## src/tagged_rgba_color_op_unit_macros.svh

```systemverilog
// ----------------------------------------------------------------------------
// Assertion macros for the tagged RGBA color operation unit
// Shared wrappers that clock assertions on clk and report through $error.
// ----------------------------------------------------------------------------
`ifndef TAGGED_RGBA_COLOR_OP_UNIT_MACROS_SVH
`define TAGGED_RGBA_COLOR_OP_UNIT_MACROS_SVH

// Checked only outside reset.
`define TRCO_ASSERT(label, prop, msg) \
  label: assert property (@(posedge clk) disable iff (rst) (prop)) else $error(msg);

// Checked on every edge, reset included.
`define TRCO_ASSERT_ALWAYS(label, prop, msg) \
  label: assert property (@(posedge clk) (prop)) else $error(msg);

`endif

```

## src/trco_pkg.sv

```systemverilog
// ----------------------------------------------------------------------------
// trco_pkg
// Types and constants shared by the stages of the color operation unit.
// ----------------------------------------------------------------------------
package trco_pkg;

  localparam int COLOR_W = 57;
  localparam int TAG_POS = 56;

  localparam logic [6:0] AMOUNT_MAX = 7'd100;
  localparam logic [7:0] BYTE_MAX   = 8'hFF;

  localparam logic [9:0] GRAY_W_R = 10'd299;
  localparam logic [9:0] GRAY_W_G = 10'd587;
  localparam logic [9:0] GRAY_W_B = 10'd114;

  // floor(m / 100) = (m * 5243) >> 19 for m below 43690.
  localparam logic [12:0] RECIP_100       = 13'd5243;
  localparam int          RECIP_100_SHIFT = 19;
  // floor(s / 1000) = (s * 268436) >> 28 for s below 493447.
  localparam logic [18:0] RECIP_1000       = 19'd268436;
  localparam int          RECIP_1000_SHIFT = 28;

  typedef enum logic [2:0] {
    CMD_LERP     = 3'd0,
    CMD_BRIGHTEN = 3'd1,
    CMD_DARKEN   = 3'd2,
    CMD_GRAY     = 3'd3,
    CMD_INVERT   = 3'd4,
    CMD_NONE     = 3'd7
  } op_t;

  typedef struct packed {
    op_t                  op;
    logic                 tag_on;
    logic [3:0][7:0]      base;
    logic [3:0]           neg;
    logic [3:0][14:0]     prod;
    logic [17:0]          gray_sum;
  } prep_t;

  typedef struct packed {
    op_t                  op;
    logic                 tag_on;
    logic [3:0][7:0]      base;
    logic [3:0]           neg;
    logic [3:0][7:0]      quot;
    logic [7:0]           gray;
  } scale_t;

endpackage

```

## src/trco_prep.sv

```systemverilog
// ----------------------------------------------------------------------------
// trco_prep
// First stage: decodes the opcode, clamps the amount and forms the
// per-channel products and the weighted luminance sum.
// ----------------------------------------------------------------------------
module trco_prep import trco_pkg::*; (
  input  logic                 clk,
  input  logic                 rst,
  input  logic                 en,
  input  logic                 in_valid,
  input  logic [2:0]           cmd,
  input  logic [COLOR_W-1:0]   color_a,
  input  logic [COLOR_W-1:0]   color_b,
  input  logic signed [7:0]    amount,
  output logic                 out_valid,
  output prep_t                out_data
);

  prep_t           data_next;
  logic [6:0]      t;
  logic [3:0][7:0] xa;
  logic [3:0][7:0] xb;
  logic [3:0][8:0] diff;
  logic [3:0][7:0] mag;

  always_comb begin
    if (amount[7]) begin
      t = 7'd0;
    end else if (amount[6:0] > AMOUNT_MAX) begin
      t = AMOUNT_MAX;
    end else begin
      t = amount[6:0];
    end
  end

  assign xa[0] = color_a[7:0];
  assign xa[1] = color_a[15:8];
  assign xa[2] = color_a[23:16];
  assign xa[3] = color_a[TAG_POS] ? color_a[31:24] : BYTE_MAX;
  assign xb[0] = color_b[7:0];
  assign xb[1] = color_b[15:8];
  assign xb[2] = color_b[23:16];
  assign xb[3] = color_b[TAG_POS] ? color_b[31:24] : BYTE_MAX;

  always_comb begin
    data_next.op       = CMD_NONE;
    data_next.tag_on   = color_a[TAG_POS];
    data_next.base     = xa;
    data_next.neg      = '0;
    data_next.gray_sum = 18'(xa[2] * GRAY_W_R) + 18'(xa[1] * GRAY_W_G)
                       + 18'(xa[0] * GRAY_W_B);
    for (int i = 0; i < 4; i++) begin
      diff[i] = {1'b0, xb[i]} - {1'b0, xa[i]};
      mag[i]  = 8'd0;
    end
    case (cmd)
      CMD_LERP: begin
        data_next.op     = CMD_LERP;
        data_next.tag_on = color_a[TAG_POS] | color_b[TAG_POS];
        for (int i = 0; i < 4; i++) begin
          data_next.neg[i] = diff[i][8];
          mag[i] = diff[i][8] ? 8'(-diff[i]) : diff[i][7:0];
        end
      end
      CMD_BRIGHTEN: begin
        data_next.op = CMD_BRIGHTEN;
        for (int i = 0; i < 3; i++) begin
          mag[i] = BYTE_MAX - xa[i];
        end
      end
      CMD_DARKEN: begin
        data_next.op = CMD_DARKEN;
        for (int i = 0; i < 3; i++) begin
          data_next.neg[i] = 1'b1;
          mag[i] = xa[i];
        end
      end
      CMD_GRAY: begin
        data_next.op = CMD_GRAY;
      end
      CMD_INVERT: begin
        data_next.op = CMD_INVERT;
        for (int i = 0; i < 3; i++) begin
          data_next.base[i] = BYTE_MAX - xa[i];
        end
      end
      default: begin
        data_next.op = CMD_NONE;
      end
    endcase
    for (int i = 0; i < 4; i++) begin
      data_next.prod[i] = 15'(mag[i] * t);
    end
  end

  always_ff @(posedge clk) begin
    if (rst) begin
      out_valid <= 1'b0;
    end else if (en) begin
      out_valid <= in_valid;
    end
  end

  always_ff @(posedge clk) begin
    if (en) begin
      out_data <= data_next;
    end
  end

endmodule

```

## src/trco_scale.sv

```systemverilog
// ----------------------------------------------------------------------------
// trco_scale
// Second stage: divides the channel products by 100 and the luminance sum
// by 1000 through reciprocal multiplication.
// ----------------------------------------------------------------------------
module trco_scale import trco_pkg::*; (
  input  logic    clk,
  input  logic    rst,
  input  logic    en,
  input  logic    in_valid,
  input  prep_t   in_data,
  output logic    out_valid,
  output scale_t  out_data
);

  scale_t           data_next;
  logic [3:0][27:0] quot_full;
  logic [36:0]      gray_full;

  always_comb begin
    data_next.op     = in_data.op;
    data_next.tag_on = in_data.tag_on;
    data_next.base   = in_data.base;
    data_next.neg    = in_data.neg;
    for (int i = 0; i < 4; i++) begin
      quot_full[i]      = in_data.prod[i] * RECIP_100;
      data_next.quot[i] = quot_full[i][RECIP_100_SHIFT +: 8];
    end
    gray_full      = in_data.gray_sum * RECIP_1000;
    data_next.gray = gray_full[RECIP_1000_SHIFT +: 8];
  end

  always_ff @(posedge clk) begin
    if (rst) begin
      out_valid <= 1'b0;
    end else if (en) begin
      out_valid <= in_valid;
    end
  end

  always_ff @(posedge clk) begin
    if (en) begin
      out_data <= data_next;
    end
  end

endmodule

```

## src/trco_pack.sv

```systemverilog
// ----------------------------------------------------------------------------
// trco_pack
// Third stage: applies the scaled adjustment to each channel, or the gray
// level, and packs the result color into the output register.
// ----------------------------------------------------------------------------
module trco_pack import trco_pkg::*; (
  input  logic                 clk,
  input  logic                 rst,
  input  logic                 en,
  input  logic                 in_valid,
  input  scale_t               in_data,
  output logic                 out_valid,
  output logic [63:0]          out_color
);

  logic [3:0][7:0] chan;
  logic [63:0]     color_next;

  always_comb begin
    for (int i = 0; i < 4; i++) begin
      chan[i] = in_data.neg[i] ? in_data.base[i] - in_data.quot[i]
                               : in_data.base[i] + in_data.quot[i];
    end
    if (in_data.op == CMD_GRAY) begin
      for (int i = 0; i < 3; i++) begin
        chan[i] = in_data.gray;
      end
    end
    color_next = {40'd0, chan[2], chan[1], chan[0]};
    if (in_data.tag_on) begin
      color_next[31:24]   = chan[3];
      color_next[TAG_POS] = 1'b1;
    end
    if (in_data.op == CMD_NONE) begin
      color_next = '0;
    end
  end

  always_ff @(posedge clk) begin
    if (rst) begin
      out_valid <= 1'b0;
    end else if (en) begin
      out_valid <= in_valid;
    end
  end

  always_ff @(posedge clk) begin
    if (en) begin
      out_color <= color_next;
    end
  end

endmodule

```

## src/tagged_rgba_color_op_unit.sv

```systemverilog
// Pipeline: input acceptance to m_axis_tvalid passes through the three register
// stages (decode and products, reciprocal division, adjust and pack).
// Throughput: one item per cycle unless stalled; each stage advances when the one
// after it is empty or moving, so a stall holds every item in place without loss.
// Reset: synchronous rst clears the stage valid bits; data registers are not reset.
// ----------------------------------------------------------------------------
// tagged_rgba_color_op_unit
// Stateless per-pixel color operations on packed RGB colors with optional alpha.
// ----------------------------------------------------------------------------
`include "tagged_rgba_color_op_unit_macros.svh"

module tagged_rgba_color_op_unit import trco_pkg::*; (
  input  logic          clk,
  input  logic          rst,
  input  logic          s_axis_tvalid,
  output logic          s_axis_tready,
  // color_a [56:0], color_b [113:57], amount [121:114], zero [127:122]
  input  logic [127:0]  s_axis_tdata,
  // cmd [2:0]
  input  logic [2:0]    s_axis_tuser,
  output logic          m_axis_tvalid,
  input  logic          m_axis_tready,
  // result_color [56:0], zero [63:57]
  output logic [63:0]   m_axis_tdata
);

  logic   en1;
  logic   en2;
  logic   en3;
  logic   v1;
  logic   v2;
  prep_t  d1;
  scale_t d2;

  assign en3 = !m_axis_tvalid || m_axis_tready;
  assign en2 = !v2 || en3;
  assign en1 = !v1 || en2;
  assign s_axis_tready = en1;

  trco_prep u_prep (
    .clk       (clk),
    .rst       (rst),
    .en        (en1),
    .in_valid  (s_axis_tvalid),
    .cmd       (s_axis_tuser),
    .color_a   (s_axis_tdata[56:0]),
    .color_b   (s_axis_tdata[113:57]),
    .amount    (s_axis_tdata[121:114]),
    .out_valid (v1),
    .out_data  (d1)
  );

  trco_scale u_scale (
    .clk       (clk),
    .rst       (rst),
    .en        (en2),
    .in_valid  (v1),
    .in_data   (d1),
    .out_valid (v2),
    .out_data  (d2)
  );

  trco_pack u_pack (
    .clk       (clk),
    .rst       (rst),
    .en        (en3),
    .in_valid  (v2),
    .in_data   (d2),
    .out_valid (m_axis_tvalid),
    .out_color (m_axis_tdata)
  );

  `TRCO_ASSERT_ALWAYS(a_reset_empty, rst |=> !m_axis_tvalid, "output valid after reset")
  `TRCO_ASSERT(a_ready_follows, m_axis_tready |-> s_axis_tready,
               "input stalled while output drains")
  `TRCO_ASSERT(a_latency,
               (s_axis_tvalid && s_axis_tready && m_axis_tready)
               ##1 m_axis_tready ##1 m_axis_tready |=> m_axis_tvalid,
               "item did not reach output in three cycles")
  `TRCO_ASSERT(a_untagged_zero,
               (m_axis_tvalid && !m_axis_tdata[TAG_POS]) |-> (m_axis_tdata[63:24] == 40'd0),
               "untagged result carries upper bits")

endmodule
```

## config.mk

```make
export PLATFORM = sky130hd
export DESIGN_NAME = tagged_rgba_color_op_unit
export DESIGN_NICKNAME = d
export VERILOG_FILES = /design/src/trco_pkg.sv /design/src/trco_prep.sv /design/src/trco_scale.sv /design/src/trco_pack.sv /design/src/tagged_rgba_color_op_unit.sv
export VERILOG_INCLUDE_DIRS = /design/src /design/src/src
export SDC_FILE = /design/constraint.sdc
export NUM_CORES = 2
export LEC_CHECK = 0
export ABC_AREA = 1
export BUFFER_PORTS_ARGS = -buffer_cell sky130_fd_sc_hd__buf_2
export CORE_AREA = 2 2 296 298
export DETAILED_ROUTE_END_ITERATION = 7
export DIE_AREA = 0 0 298 300
export PLACE_DENSITY = 0.81
export SLEW_MARGIN = 10
export SYNTH_ARGS = -nofsm -noshare
export SYNTH_HDL_FRONTEND = slang
export SYNTH_SLANG_ARGS = --single-unit
```

## constraint.sdc

```tcl
create_clock -name clk -period 6.85 [get_ports clk]
set_input_delay 1.37 -clock clk [delete_from_list [all_inputs] [get_ports clk]]
set_output_delay 1.37 -clock clk [all_outputs]
set_load 0.01 [all_outputs]
```

==> results_dict.tcl <==
set metrics [dict create \
    critical_path_class "primary input to flop" \
    grt_usage_pct 23.5 \
    synth_area_per_cell_sq_um 8.78 \
    period_share_pct 95.7 \
    dpl-instance-area_sq_um 45800 \
    fin_nets 6637 \
    grt_setup_unrepaired "no" \
    worstPathMaxFanout 4 \
    yosys_warnings 0 \
    cp-end-kind "flop" \
    maxCapViolCount 0 \
    synth_ff_type "edfxtp_1" \
    worst_slew_pin_slew_ps 945 \
    slowest_delay_ps 550 \
    vias 33300 \
    cts_tree "done" \
    drv_slew 0 \
    wl_per_cell_um 16.5 \
    seq_area_frac_synth_pct 16.4 \
    clockBufferDepth 3 \
    synth.top_cell.area_share_pct 24.6 \
    drc_errors 0 \
    die_x_um 298 \
    die_h_um 300 \
    io_buffers 115 \
    antenna_found_initial 13 \
    holdCritPathClass "flop to flop" \
    rows 108 \
    cp.arrival_ps 6920 \
    cp_common_cell "inv_1" \
    worstHoldStart "u_prep.out_data[115]" \
    hold_violations 0 \
    cp_top_family "adder cells" \
    drive_gt1_share_pct 7.78 \
    yosysMostFrequentCell "inv_1" \
    antenna_left 0 \
    drt-vias-per-instance 5.26 \
    insertion_delay_ps 630 \
    post_cts_buffers 0 \
    status "completed" \
    fin_crit_ps 6550 \
    finalWeightedCongestion 0.925 \
    crit_required_ps 7220 \
    fmax_ghz 0.153 \
    slew_headroom_pct 36.8 \
    root_buffer "clkbuf_16" \
    hold_buffers 0 \
    crit_buf_inv 7 \
    dr.pass1.iters 6 \
    yosys.area.top_type "ha_1" \
    rrSetupSlack_ps 1850 \
    postLayoutCoreUtil_pct 54.2 \
    synth_area_sq_um 42700 \
    syn2layout_area_growth_pct 9.43 \
    setup_tns_ps 0 \
    grt_pass1_wl_um 170000 \
    cp_slowest_cell "fa_1" \
    clk_pin_slew_ps 60 \
    ys_async_sr_fraction_pct 0 \
    grt_max_degree 72 \
    synth_edf_count 231 \
    start_util_pct 49.6 \
    setup_viol 0 \
    first_iter_violations 2272 \
    cts_buffers 29 \
    finClkSkew_ps 35.5 \
    finalInstanceArea_sq_um 46800 \
    r2r_start "u_prep.out_data[7]" \
    start_kind "primary input" \
    dieArea_sq_um 89400 \
    cts_htree_levels 1 \
    cts_sinks 234 \
    grt_pass1_vias 34200 \
    wirelength_um 104000 \
    synth_cell_types 52 \
    hpwl_um 89900 \
    io_pins 201 \
    overflow 0 \
    r2r.worst_path.cells 18 \
    syn_inst 4868 \
    worstHoldPathCells 0 \
    synth_seq_cells 234 \
    synthTopCellsByArea "ha_1, fa_1, edfxtp_1" \
    r2r_end "u_scale.out_data[0]" \
    hold_end "u_scale.out_data[77]" \
    core_sq_um 86200 \
    synth_common_cells "inv_1, ha_1, nand2_1" \
]
-- routing by layer --
metal / track usage, % / routed length [um] / vias to the layer above
met5: 0 / 68 / -
met4: 7.66 / 3340 / 10
met3: 2.90 / 6800 / 227
met2: 40.3 / 49700 / 1085
met1: 31.0 / 44600 / 16000
li1: - / - / 16000
-- final cells by class --
type	instances	area, sq um
Fill cell	7508	39400
Inverter	1175	4410
Sequential cell	234	7000
Tap cell	1155	1450
Clock inverter	20	195
Timing Repair Buffer	285	1860
Multi-Input combinational cell	3424	31100
Antenna cell	9	22.5
Clock buffer	31	733
-- kinds of logic (layout without fill, tap and decap cells) --
kind of cell / count (synthesis) / in the layout / synth area share, %
other cells: 1 / 40 / 0.00877
flops: 234 / 234 / 16.4
simple gates: 1349 / 1349 / 13.6
compound gates: 537 / 537 / 7.01
fa+ha+maj: 1353 / 1353 / 48.6
buf+inv: 1240 / 1511 / 11.2
xor+xnor: 154 / 154 / 3.17
-- how the worst max path moves through the flow --
stage                     startpoint                   to  slack (ps)  depth (start not counted)
global placement    s_axis_tdata[56]  u_prep.out_data[74]        -230                         27
floorplan           s_axis_tdata[56]  u_prep.out_data[74]         -20                         26
CTS                 s_axis_tdata[56]  u_prep.out_data[74]         240                         27
detailed placement  s_axis_tdata[56]  u_prep.out_data[74]        -410                         27
global route         s_axis_tdata[0]  u_prep.out_data[15]           3                         23
finish              s_axis_tdata[73]  u_prep.out_data[59]         300                         25
-- worst register-to-register path: stages, from the launching register on --
cell	delay, ps
edfxtp_1	570
ha_1	380
ha_1	130
inv_1	40
fa_1	480
inv_1	60
fa_1	530
inv_1	50
fa_1	470
inv_1	50
fa_1	440
ha_1	380
nand2_1	70
nor2_1	380
nand3_1	120
nor3_1	200
nor2_1	70
nand2_1	80
xor2_1	300
-- cells in the final DEF (no fill, tap or decap), types with 9 or more instances in the layout --
cell type	count
a21boi_0	11
or2_2	14
nand3_1	168
nand3b_1	10
inv_1	1166
buf_4	169
xnor2_1	43
ha_1	839
nand4_1	44
buf_2	115
nor3_1	39
o21ai_0	134
xor2_1	110
nand3_2	14
clkbuf_16	29
a31oi_1	25
edfxtp_1	231
fa_1	514
nand2_1	683
nand2_2	12
a21o_1	29
conb_1	31
o21bai_1	16
and2_1	22
diode_2	9
a21oi_1	265
o21a_1	13
nor2_1	319
-- timing repair --
item	in CTS	in global routing
hold endpoints to repair	0	0
resized for setup	0	6
setup endpoints to repair	0	4
-- flip-flops by register name, summed over array words and instances, names as in the netlist --
name	cells
u_pack.out_valid	1
u_scale.out_valid	1
u_pack.out_color	33
u_prep.out_data	118
u_scale.out_data	80
u_prep.out_valid	1
-- stage by stage --
step | std cells | setup WS (ps) | hold WS [ps]
6_report | 6333 | 297 | 399
5_1_grt | 6327 | 2.94 | 416
4_1_cts | 6324 | 239 | 404
3_5_place_dp | 6273 | -409 | 405
3_3_place_gp | 6273 | -232 | 401
2_1_floorplan | 4898 | -19.2 | 400
Power is left out: the tool's default activity adds up to more than one toggle a clock period on the data nets, which glitch-free logic cannot reach.
